File: src/hw/rtl/rational_arithmetic_reduce_macros.svh
// ----------------------------------------------------------------------------
// Assertion macros for the rational arithmetic block.
// Shared forms for the concurrent checks of the RTL.
// ----------------------------------------------------------------------------
`ifndef RATIONAL_ARITHMETIC_REDUCE_MACROS_SVH
`define RATIONAL_ARITHMETIC_REDUCE_MACROS_SVH

// An implication checked on every clock edge outside reset.
`define RAR_ASSERT_IMP(label, clk, rst_n, ante, cons) \
    label: assert property (@(posedge clk) disable iff (!rst_n) (ante) |-> (cons)) \
        else $error("assertion failed");

// An implication whose consequent is checked in the cycle after its antecedent.
`define RAR_ASSERT_NEXT(label, clk, rst_n, ante, cons) \
    label: assert property (@(posedge clk) disable iff (!rst_n) (ante) |=> (cons)) \
        else $error("assertion failed");

`endif

File: src/hw/rtl/rar_pkg.sv
// ----------------------------------------------------------------------------
// Rational arithmetic package
// Widths and operation codes shared by the interfaces and the RTL.
// ----------------------------------------------------------------------------
package rar_pkg;

    localparam int OPERAND_WIDTH_DEF = 16;
    localparam int IN_W  = 16;
    localparam int NUM_W = 33;
    localparam int DEN_W = 31;

    localparam logic [1:0] OP_ADD = 2'd0;
    localparam logic [1:0] OP_SUB = 2'd1;
    localparam logic [1:0] OP_MUL = 2'd2;
    localparam logic [1:0] OP_DIV = 2'd3;

    localparam logic STATUS_OK  = 1'b0;
    localparam logic STATUS_ERR = 1'b1;

endpackage

File: src/hw/rtl/rar_if.sv
// ----------------------------------------------------------------------------
// Rational arithmetic channels
// Valid/ready channels for operand beats and result beats.
// ----------------------------------------------------------------------------
interface rar_in_if
    import rar_pkg::*;
();
    logic              valid;
    logic              ready;
    logic [1:0]        op;
    logic [IN_W-1:0]   a_num;
    logic [IN_W-1:0]   a_den;
    logic [IN_W-1:0]   b_num;
    logic [IN_W-1:0]   b_den;

    modport source (output valid, op, a_num, a_den, b_num, b_den, input ready);
    modport sink   (input valid, op, a_num, a_den, b_num, b_den, output ready);
endinterface

interface rar_out_if
    import rar_pkg::*;
();
    logic              valid;
    logic              ready;
    logic [NUM_W-1:0]  res_num;
    logic [DEN_W-1:0]  res_den;
    logic              status;

    modport source (output valid, res_num, res_den, status, input ready);
    modport sink   (input valid, res_num, res_den, status, output ready);
endinterface

File: src/hw/rtl/rational_arithmetic_reduce.sv
// ----------------------------------------------------------------------------
// Rational arithmetic with reduction
// Adds, subtracts, multiplies or divides two fractions and reduces the result.
// ----------------------------------------------------------------------------
// One beat is handled at a time. After acceptance the block steps through
// the states M0, M1 (add and subtract only), M2 and M3 for operand setup and
// cross products through one shared multiplier. Then one shared restoring
// divider of one quotient bit a cycle runs the Euclidean loop, one division
// per remainder step, and the two final divisions by the greatest common
// divisor before the result is offered. Errors finish at once.
// The result is held in an output register until taken.
`include "rational_arithmetic_reduce_macros.svh"

module rational_arithmetic_reduce
    import rar_pkg::*;
#(
    parameter int OPERAND_WIDTH = OPERAND_WIDTH_DEF
) (
    input  logic       clk,
    input  logic       rst_n,
    rar_in_if.sink     in_ch,
    rar_out_if.source  out_ch
);

    localparam int W  = OPERAND_WIDTH;
    localparam int PW = 2 * W + 1;
    localparam int CW = $clog2(PW + 1);

    localparam logic [3:0] S_IDLE = 4'd0;
    localparam logic [3:0] S_M0   = 4'd1;
    localparam logic [3:0] S_M1   = 4'd2;
    localparam logic [3:0] S_M2   = 4'd3;
    localparam logic [3:0] S_M3   = 4'd4;
    localparam logic [3:0] S_GCD  = 4'd5;
    localparam logic [3:0] S_DN   = 4'd6;
    localparam logic [3:0] S_DD   = 4'd7;
    localparam logic [3:0] S_OUT  = 4'd8;

    logic [3:0]    state_reg;
    logic [1:0]    op_reg;
    logic [W-1:0]  an_reg, ad_reg, bn_reg, bd_reg;
    logic          ans_reg, ads_reg, bns_reg, bds_reg;
    logic [PW-1:0] p_reg;
    logic          ps_reg;
    logic [PW-1:0] num_reg, den_reg;
    logic          nneg_reg, dneg_reg;
    logic [PW-1:0] x_reg, y_reg;
    logic [PW-1:0] dq_reg, drem_reg, ddiv_reg;
    logic [CW-1:0] cnt_reg;
    logic          busy_div_reg;

    logic [NUM_W-1:0] res_num_reg;
    logic [DEN_W-1:0] res_den_reg;
    logic             status_reg;
    logic             ovalid_reg;

    // Shared multiplier operands.
    logic [W-1:0]    mul_a, mul_b;
    logic [2*W-1:0]  mul_p;

    function automatic logic [W-1:0] mag_of(input logic [IN_W-1:0] raw);
        logic [W-1:0] v;
        begin
            v = W'(raw);
            mag_of = v[W-1] ? (~v + 1'b1) : v;
        end
    endfunction

    function automatic logic sign_of(input logic [IN_W-1:0] raw);
        logic [W-1:0] v;
        begin
            v = W'(raw);
            sign_of = v[W-1];
        end
    endfunction

    always_comb
    begin
        unique case (state_reg)
            S_M0:    begin mul_a = an_reg; mul_b = (op_reg == OP_MUL) ? bn_reg : bd_reg; end
            S_M1:    begin mul_a = bn_reg; mul_b = ad_reg; end
            S_M2:    begin mul_a = ad_reg; mul_b = (op_reg == OP_DIV) ? bn_reg : bd_reg; end
            default: begin mul_a = an_reg; mul_b = bd_reg; end
        endcase
        mul_p = mul_a * mul_b;
    end

    // One restoring divider step: remainder shifted in, quotient bit out.
    logic [PW:0]   trial;
    logic [PW-1:0] rem_sh;
    always_comb
    begin
        rem_sh = {drem_reg[PW-2:0], dq_reg[PW-1]};
        trial  = {1'b0, rem_sh} - {1'b0, ddiv_reg};
    end

    logic in_fire;
    logic zero_err;
    assign in_fire = in_ch.valid && in_ch.ready;
    assign in_ch.ready = (state_reg == S_IDLE) && !ovalid_reg;
    assign zero_err = (mag_of(in_ch.a_den) == '0) || (mag_of(in_ch.b_den) == '0)
                   || ((in_ch.op == OP_DIV) && (mag_of(in_ch.b_num) == '0));

    logic [PW-1:0] t_mag;
    logic          t_neg, s_neg;
    logic [PW-1:0] sum_mag;
    logic          sum_neg;
    always_comb
    begin
        t_mag = PW'(mul_p);
        t_neg = (mul_p != '0) && (bns_reg != ads_reg);
        if (op_reg == OP_SUB && t_mag != '0)
        begin
            t_neg = !t_neg;
        end
        s_neg = ps_reg;
        if (s_neg == t_neg)
        begin
            sum_mag = p_reg + t_mag;
            sum_neg = s_neg;
        end
        else if (p_reg >= t_mag)
        begin
            sum_mag = p_reg - t_mag;
            sum_neg = s_neg;
        end
        else
        begin
            sum_mag = t_mag - p_reg;
            sum_neg = t_neg;
        end
        if (sum_mag == '0)
        begin
            sum_neg = 1'b0;
        end
    end

    logic res_neg;
    assign res_neg = (dq_reg != '0) && (nneg_reg != dneg_reg);

    always_ff @(posedge clk or negedge rst_n)
    begin
        if (!rst_n)
        begin
            state_reg    <= S_IDLE;
            ovalid_reg   <= 1'b0;
            busy_div_reg <= 1'b0;
        end
        else
        begin
            if (out_ch.valid && out_ch.ready)
            begin
                ovalid_reg <= 1'b0;
            end
            unique case (state_reg)
                S_IDLE:
                begin
                    if (in_fire)
                    begin
                        if (zero_err)
                        begin
                            res_num_reg <= '0;
                            res_den_reg <= '0;
                            status_reg  <= STATUS_ERR;
                            ovalid_reg  <= 1'b1;
                        end
                        else
                        begin
                            state_reg <= S_M0;
                        end
                    end
                end
                S_M0:
                begin
                    p_reg  <= PW'(mul_p);
                    ps_reg <= (mul_p != '0) && (ans_reg !=
                              ((op_reg == OP_MUL) ? bns_reg : bds_reg));
                    state_reg <= (op_reg == OP_ADD || op_reg == OP_SUB) ? S_M1 : S_M2;
                end
                S_M1:
                begin
                    p_reg     <= sum_mag;
                    ps_reg    <= sum_neg;
                    state_reg <= S_M2;
                end
                S_M2:
                begin
                    num_reg  <= p_reg;
                    nneg_reg <= ps_reg;
                    den_reg  <= PW'(mul_p);
                    dneg_reg <= ads_reg != ((op_reg == OP_DIV) ? bns_reg : bds_reg);
                    x_reg    <= p_reg;
                    y_reg    <= PW'(mul_p);
                    state_reg <= S_M3;
                end
                S_M3:
                begin
                    busy_div_reg <= 1'b0;
                    state_reg    <= S_GCD;
                end
                S_GCD:
                begin
                    if (!busy_div_reg)
                    begin
                        if (y_reg == '0)
                        begin
                            ddiv_reg     <= (x_reg == '0) ? PW'(1) : x_reg;
                            dq_reg       <= num_reg;
                            drem_reg     <= '0;
                            cnt_reg      <= '0;
                            state_reg    <= S_DN;
                        end
                        else
                        begin
                            ddiv_reg     <= y_reg;
                            dq_reg       <= x_reg;
                            drem_reg     <= '0;
                            cnt_reg      <= '0;
                            busy_div_reg <= 1'b1;
                        end
                    end
                    else if (cnt_reg == CW'(PW))
                    begin
                        x_reg        <= y_reg;
                        y_reg        <= drem_reg;
                        busy_div_reg <= 1'b0;
                    end
                    else
                    begin
                        drem_reg <= trial[PW] ? rem_sh : trial[PW-1:0];
                        dq_reg   <= {dq_reg[PW-2:0], !trial[PW]};
                        cnt_reg  <= cnt_reg + 1'b1;
                    end
                end
                S_DN:
                begin
                    if (cnt_reg == CW'(PW))
                    begin
                        res_num_reg <= res_neg ? NUM_W'(-$signed({1'b0, dq_reg}))
                                               : NUM_W'(dq_reg);
                        dq_reg   <= den_reg;
                        drem_reg <= '0;
                        cnt_reg  <= '0;
                        state_reg <= S_DD;
                    end
                    else
                    begin
                        drem_reg <= trial[PW] ? rem_sh : trial[PW-1:0];
                        dq_reg   <= {dq_reg[PW-2:0], !trial[PW]};
                        cnt_reg  <= cnt_reg + 1'b1;
                    end
                end
                S_DD:
                begin
                    if (cnt_reg == CW'(PW))
                    begin
                        res_den_reg <= DEN_W'(dq_reg);
                        status_reg  <= STATUS_OK;
                        state_reg   <= S_OUT;
                    end
                    else
                    begin
                        drem_reg <= trial[PW] ? rem_sh : trial[PW-1:0];
                        dq_reg   <= {dq_reg[PW-2:0], !trial[PW]};
                        cnt_reg  <= cnt_reg + 1'b1;
                    end
                end
                S_OUT:
                begin
                    ovalid_reg <= 1'b1;
                    state_reg  <= S_IDLE;
                end
                default:
                begin
                    state_reg <= S_IDLE;
                end
            endcase
        end
    end

    always_ff @(posedge clk)
    begin
        if (in_fire)
        begin
            op_reg  <= in_ch.op;
            an_reg  <= mag_of(in_ch.a_num);
            ad_reg  <= mag_of(in_ch.a_den);
            bn_reg  <= mag_of(in_ch.b_num);
            bd_reg  <= mag_of(in_ch.b_den);
            ans_reg <= sign_of(in_ch.a_num) && (mag_of(in_ch.a_num) != '0);
            ads_reg <= sign_of(in_ch.a_den);
            bns_reg <= sign_of(in_ch.b_num) && (mag_of(in_ch.b_num) != '0);
            bds_reg <= sign_of(in_ch.b_den);
        end
    end

    assign out_ch.valid   = ovalid_reg;
    assign out_ch.res_num = res_num_reg;
    assign out_ch.res_den = res_den_reg;
    assign out_ch.status  = status_reg;

    `RAR_ASSERT_IMP(a_ready_idle, clk, rst_n, in_ch.ready, state_reg == S_IDLE)
    `RAR_ASSERT_IMP(a_no_ready_out, clk, rst_n, ovalid_reg, !in_ch.ready)
    `RAR_ASSERT_NEXT(a_err_out, clk, rst_n, in_fire && zero_err, ovalid_reg && status_reg == STATUS_ERR)
    `RAR_ASSERT_IMP(a_ok_den, clk, rst_n, ovalid_reg && status_reg == STATUS_OK, res_den_reg != '0)

endmodule

File: src/flat_wrapper.sv
// flat-port wrapper written by rule: the top's interface ports become plain ports
module rational_arithmetic_reduce_flat import rar_pkg::*;
#(
    parameter int OPERAND_WIDTH = OPERAND_WIDTH_DEF
)
  (clk, rst_n, in_ch_valid, in_ch_op, in_ch_a_num, in_ch_a_den, in_ch_b_num, in_ch_b_den, in_ch_ready, out_ch_valid, out_ch_res_num, out_ch_res_den, out_ch_status, out_ch_ready);
  rar_in_if in_ch_i ();
  rar_out_if out_ch_i ();
  input  logic clk;
  input  logic rst_n;
  input wire logic [$bits(in_ch_i.valid)-1:0] in_ch_valid;
  input wire logic [$bits(in_ch_i.op)-1:0] in_ch_op;
  input wire logic [$bits(in_ch_i.a_num)-1:0] in_ch_a_num;
  input wire logic [$bits(in_ch_i.a_den)-1:0] in_ch_a_den;
  input wire logic [$bits(in_ch_i.b_num)-1:0] in_ch_b_num;
  input wire logic [$bits(in_ch_i.b_den)-1:0] in_ch_b_den;
  output wire logic [$bits(in_ch_i.ready)-1:0] in_ch_ready;
  output wire logic [$bits(out_ch_i.valid)-1:0] out_ch_valid;
  output wire logic [$bits(out_ch_i.res_num)-1:0] out_ch_res_num;
  output wire logic [$bits(out_ch_i.res_den)-1:0] out_ch_res_den;
  output wire logic [$bits(out_ch_i.status)-1:0] out_ch_status;
  input wire logic [$bits(out_ch_i.ready)-1:0] out_ch_ready;
  assign in_ch_i.valid = in_ch_valid;
  assign in_ch_i.op = in_ch_op;
  assign in_ch_i.a_num = in_ch_a_num;
  assign in_ch_i.a_den = in_ch_a_den;
  assign in_ch_i.b_num = in_ch_b_num;
  assign in_ch_i.b_den = in_ch_b_den;
  assign in_ch_ready = in_ch_i.ready;
  assign out_ch_valid = out_ch_i.valid;
  assign out_ch_res_num = out_ch_i.res_num;
  assign out_ch_res_den = out_ch_i.res_den;
  assign out_ch_status = out_ch_i.status;
  assign out_ch_i.ready = out_ch_ready;
  rational_arithmetic_reduce #(.OPERAND_WIDTH(OPERAND_WIDTH)) u_core (.clk(clk), .rst_n(rst_n), .in_ch(in_ch_i), .out_ch(out_ch_i));
endmodule
File: config.mk
export PLATFORM = sky130hd
export DESIGN_NAME = rational_arithmetic_reduce_flat
export DESIGN_NICKNAME = d
export VERILOG_FILES = /design/src/hw/rtl/rar_pkg.sv /design/src/hw/rtl/rar_if.sv /design/src/hw/rtl/rational_arithmetic_reduce.sv /design/src/flat_wrapper.sv
export VERILOG_INCLUDE_DIRS = /design/src /design/src/hw/rtl
export SDC_FILE = /design/constraint.sdc
export NUM_CORES = 2
export LEC_CHECK = 0
export BUFFER_PORTS_ARGS = -buffer_cell sky130_fd_sc_hd__buf_4
export CAP_MARGIN = 10
export CORE_MARGIN = 2
export CORE_UTILIZATION = 67
export CTS_CLUSTER_DIAMETER = 100
export DETAILED_ROUTE_END_ITERATION = 10
export MAX_ROUTING_LAYER = met4
export PLACE_DENSITY = 0.85
export SLEW_MARGIN = 20
export SYNTH_ARGS = -nofsm -noshare
export SYNTH_HDL_FRONTEND = slang
export SYNTH_SLANG_ARGS = --single-unit
File: constraint.sdc
create_clock -name clk -period 34.6 [get_ports clk]
set_clock_uncertainty 0.2 [all_clocks]
set_input_delay 6.92 -clock clk [delete_from_list [all_inputs] [get_ports clk]]
set_output_delay 6.92 -clock clk [all_outputs]
set_load 0.01 [all_outputs]
* Word-level counts from Yosys, hierarchy flattened
Cells that the tools add are included.
** Word-level totals
- Flip-flop bits (word level) :: 413
- Bits in latches :: 0
- Memory bits (writable) :: 0
- ROM bits :: 0
- Bits of input ports :: 70
- Output and inout bits :: 67
- Logic and storage cells :: 185
- Memories :: 0
** Operators by class
- $add $sub $neg :: 10
- Multiply operators :: 1
- Div/mod/pow operators :: 0
- $lt $le $gt $ge :: 1
- Equal/unequal tests :: 29
- Shifts and indexed selects :: 0
- Muxes and demuxes :: 69
- Bitwise gates (word level) :: 5
- Reductions and logical operators :: 43
** Operator list (count)
- 33-bit two-way mux :: 20
- 33-bit case mux with 2 select lines :: 4
- 33-bit case mux with 3 select lines :: 2
- 33-bit zero test :: 3
- 16-bit two-way mux :: 6
- 31-bit two-way mux :: 3
- 16-bit by 1-bit adder with 16-bit output (second input constant) :: 4
- 16-bit inverter :: 4
- 31-bit case mux with 2 select lines :: 1
- 16-bit zero test :: 3
- 16-bit case mux with 3 select lines :: 1
- 33-bit by 33-bit subtractor with 34-bit output :: 1
- 33-bit by 32-bit adder with 33-bit output :: 1
- 33-bit by 32-bit >= comparator with 1-bit output :: 1
- 33-bit negation :: 1
- 33-bit nonzero test :: 1
- 32-bit by 33-bit subtractor with 33-bit output :: 1
- 33-bit by 32-bit subtractor with 33-bit output :: 1
- 16-bit by 16-bit multiplier with 32-bit output :: 1
- 16-bit case mux with 2 select lines :: 1
- 4-bit case mux with 8 select lines :: 1
- 16-bit nonzero test :: 2
- 32-bit nonzero test :: 1
- 4-bit two-way mux :: 6
- 30 further kinds :: 88

* Logic depth before layout (Yosys ltp)
- Depth after elaboration :: 13
- Depth in mapped cells :: 49
- Depth with buffers taken out :: 42

* Worst setup path after synthesis
OpenSTA, ideal clock, no wires.
- Path type :: input to register
- Start :: in rst_n
- End :: reg u_core.x_reg[0], enable pin
- Library setup time :: 0.676 ns
- Data arrival time :: 13.609 ns
- Required time :: 33.724 ns
- Slack :: 20.115 ns
- Cell stages on the path :: 1
- Cell sequence :: nor4b_1
** Between the ends
- Cells in the longest elaborated chain, start to end :: 1
** RTL lines
- from (decl) :: line flat_wrapper.sv:10 : input logic rst_n;
- 4-bit AND reduction (no source line)
- to (signal assigned) :: line rational_arithmetic_reduce.sv:192 : x_reg <= p_reg;
- to (signal assigned) :: line rational_arithmetic_reduce.sv:224 : x_reg <= y_reg;
- to (decl) :: line rational_arithmetic_reduce.sv:47 : logic [PW-1:0] x_reg, y_reg;
Every way passes these cells.
A chain may end at the register's enable or synchronous reset.

* Final worst setup path
- Start :: reg u_core.state_reg[3]
- End :: reg u_core.ps_reg, enable pin
** Between the ends
- Cells in the longest elaborated chain, start to end :: 12
- Elaborated cells between the ends (all ways) :: 23
- Those cells by class :: 3 x add/sub; 1 x mul; 1 x order compare; 6 x eq/ne; 5 x mux; 7 x reduce/logical
** RTL lines
- from (decl) :: line rational_arithmetic_reduce.sv:39 : logic [3:0] state_reg;
- from (signal assigned) :: line rational_arithmetic_reduce.sv:178 : state_reg <= (op_reg == OP_ADD || op_reg == OP_SUB) ? S_M1 : S_M2;
- 4-bit by 2-bit equality test with 1-bit output / 4-bit by 1-bit equality test with 1-bit output (equally long branches) :: line rational_arithmetic_reduce.sv:79 : unique case (state_reg)
- 16-bit case mux with 3 select lines / 16-bit case mux with 2 select lines (equally long branches) :: line rational_arithmetic_reduce.sv:79
- 16-bit by 16-bit multiplier with 32-bit output (*) :: line rational_arithmetic_reduce.sv:85 : mul_p = mul_a * mul_b;
- via u_core.mul_p[28] :: line rational_arithmetic_reduce.sv:59 : logic [2*W-1:0] mul_p;
- branches (longest 8 deep; another with 32-bit by 33-bit subtractor with 33-bit output)
- 4-bit AND reduction (no source line) (*)
- to (signal assigned) :: line rational_arithmetic_reduce.sv:176 : ps_reg <= (mul_p != '0) && (ans_reg !=
- to (signal assigned) :: line rational_arithmetic_reduce.sv:183 : ps_reg <= sum_neg;
- to (decl) :: line rational_arithmetic_reduce.sv:44 : logic ps_reg;
Mark *: on every way through the listed nets, which the timed path passes.

==> impl.org <==
** Placement
- After legalization and detailed placement, the total HPWL measured approximately 89,000 um.
- Routability congestion estimate :: about 1.1
- Buffers placed on the I/O ports in this run total about 140.

** Global route
- Number of antenna violations at the first check in global routing :: 1
- Global-route track usage on met3 :: between 7 and 8%
- Most utilized layer in the global route result :: met2
- Entering global routing, the biggest net connects between 100 and 150 pins.
- Global routing consumed, on the met1 layer, a little over half of the routing resources.
- The number of global-route vias before repair was 29.7k.
- The first global-routing pass estimated between 150,000 and 200,000 um of wire.
- Global-route usage over all layers :: 43.4%
- After global routing the overflow that remains totals 0.
- Global routing used just under 70% of the available met2 tracks.

** Finish
- Number of nets in the final layout :: around 4.4k
- Fraction of final layout cells with drive strength greater than 1 :: approximately 8.5%
- The layout has between 3k and 4k filler cells.
- From synthesis to final layout, the design area changed by 9.03%.

** Clocking
- Number of cells upsized or downsized after cts :: 0
- After clock tree synthesis, the clock-pin slew on the worst setup and hold paths is roughly 70 ps.
- CTS tree :: yes
- Inserted Clock Buffers :: 46
- Once the clock tree was built, the setup fixing pass inserted 0 buffers.
- Clock root cell :: clkbuf_16
- Cts hold-fix bufs :: 0
- Maximum buffer depth of the clock tree :: 3
- For the worst-skew pair, the clock arrives at the later sink with an insertion delay of just over 600 ps.
- The H-tree generated during clock tree synthesis spans 2 levels.
- Clock tree synthesis found a total of 413 sinks.

** Logic synthesis
- Cell accounting for the most synthesized area :: edfxtp_1
- Synthesis instantiated between 90 and 100 different standard cells from the library.
- By area the synthesized netlist is led by edfxtp_1, fa_1, ha_1, nand2_1, inv_1.
- Counting flops with a built-in enable in the synthesized netlist gives just over 400.
- Flops & latches, synth :: between 400 and 500
- Netlist area before placement :: between 0.03 and 0.04 sq mm
- Avg Synthesized Cell Area :: between 9 and 10 sq um
- Mapped Nets :: 4,317
- Proportion of synthesized chip area in sequential cells :: 34.9%
- Ys flop type :: edfxtp_1
- Most used standard cells in the synthesized netlist :: nand2_1, inv_1, edfxtp_1
- Share of async-settable or async-resettable flops after synthesis :: 1.45%
- Of the post-synthesis cell area, the dominant cell type holds between 30% and 40%.
- Most common cell in the netlist :: nand2_1
- The Yosys step of the flow raised 0 warnings.
- Gate count of the mapped netlist :: approximately 3.8k

** STA
- The count of pins over their slew limit was 0.
- The number of hold violations in the final report was 0.
- Final-layout setup total negative slack :: 0 ps
- Headroom to the max-slew limit :: a little under a quarter
- Highest attainable clock frequency :: between 70 and 80 MHz
- Final-report setup violation count :: 0
- The final critical path takes up approximately two fifths of the cycle.
- The routed design could run at a clock period as short as approximately 14,000 ps.
- Setup repair after global routing left no endpoint under its margin.
- Transition time at the pin with the least slew margin :: 1140 ps

** Run
- Total of max-cap violations :: 0

** Critical path
- Critical Setup Path Class :: reg2reg
- Among cell families on the critical path, the largest total delay comes from compound AO/OA/AOI/OAI gates.
- Among all stages on the critical path, the largest delay is contributed by o32ai_1.
- Critical path arrival :: between 10,000 and 15,000 ps
- Number of buffers and inverters on the critical path :: 7
- CP max stage delay :: 870 ps
- Setup crit end kind :: flop
- Data on the critical path is required at its endpoint by ~35,000 ps.
- In this run the worst path has a maximum fanout of 48.
- Among the stages of the critical path, the cell type that occurs most often is fa_1.
- Startpoint types :: flop

** Floorplanning
- In this run the core area contains 84 standard-cell rows.
- Floorplan Core Area :: approximately 0.052 sq mm
- In this run the count of I/O pins placed on the die edge is between 100 and 150.
- Starting Density :: roughly two thirds
- The die covers between 0.05 and 0.06 sq mm.
- In this run the horizontal extent of the chip is roughly 230 um.
- From bottom edge to top edge, the die measures 234 um.

** Drt
- Avg WL per Cell :: roughly 25 um
- Drt drc :: 0
- Before antenna repair, the detailed router went through 7 iterations.
- Routed vias :: about 31k
- Number of nets with antenna violations after routing :: 0
- Initial drt markers :: roughly 3.8k
- After detailed routing, the number of vias per cell comes to 6.65.
- Final wirelength :: about 120,000 um

** Hold path
- The worst hold path belongs to the class reg2reg.

** Outcome
- Outcome :: complete, no violations
## routing by layer
| metal | vias up | part of all wire, % |
|---|---|---|
| li1 | 13500 | - |
| met1 | 14700 | 37 |
| met2 | 1968 | 46 |
| met3 | 446 | 9.5 |
| met4 | 0 | 7.4 |
| met5 | - | 0 |
## layout by cell type (no fill, tap or decap), types with 84 or more instances in the layout
cell type  netlist  routed
nand2_1        455     455
edfxtp_1       407     407
ha_1           242     242
nor2_1         337     332
mux2i_1         95      95
fa_1           198     198
xnor2_1         90      90
o21ai_0        231     231
buf_4            2     190
a21oi_1        214     211
inv_1          411     411
a21o_1          84      84
## layout make-up
| type | count | area [sq um] | share of cell area [%] |
|---|---|---|---|
| clock inverters | 30 | 293 | 0.758 |
| multi-input cells | 2809 | 20900 | 54.1 |
| diodes | 2 | 5.00 | 0.0130 |
| flip-flops and latches | 413 | 12400 | 32.0 |
| repair buffers | 192 | 1470 | 3.80 |
| well taps | 688 | 861 | 2.23 |
| clock buffers | 54 | 1190 | 3.08 |
| inverters | 412 | 1550 | 4.01 |
## cell families after synthesis
group	count (synthesis)	share of synthesized area (%)
simple gates	1233	16.1
compound gates	887	16.2
buf+inv	585	6.38
fa+ha+maj	440	19.7
flops	413	34.9
xor+xnor	146	3.63
mux	103	2.94
## per-stage QoR
step,hold WS [ps],setup slack (ps),util [%],instance area (sq um),cells
2_1_floorplan,282,20110,-,35400,3807
3_3_place_gp,301,21340,70.7,37100,4512
3_5_place_dp,307,21090,70.7,37100,4512
4_1_cts,328,21070,73.5,38600,4596
5_1_grt,349,20080,73.6,38600,4599
6_report,333,20710,73.6,38600,4600
## final timing paths
path                            cells past startpoint  slack, ps                start                  end
min in group asynchronous                           1       5940                rst_n  u_core.out_ch.valid
worst min register to register                      0        330     u_core.p_reg[11]   u_core.num_reg[11]
max in group asynchronous                           1      28100                rst_n  u_core.busy_div_reg
worst min-delay path                                0        330     u_core.p_reg[11]   u_core.num_reg[11]
worst max-delay path                               42      20710  u_core.state_reg[3]        u_core.ps_reg
worst max register to register                     42      20710  u_core.state_reg[3]        u_core.ps_reg
Power is not shown: default switching activity piles up to over one toggle a cycle in this logic, so the estimate is an artifact.
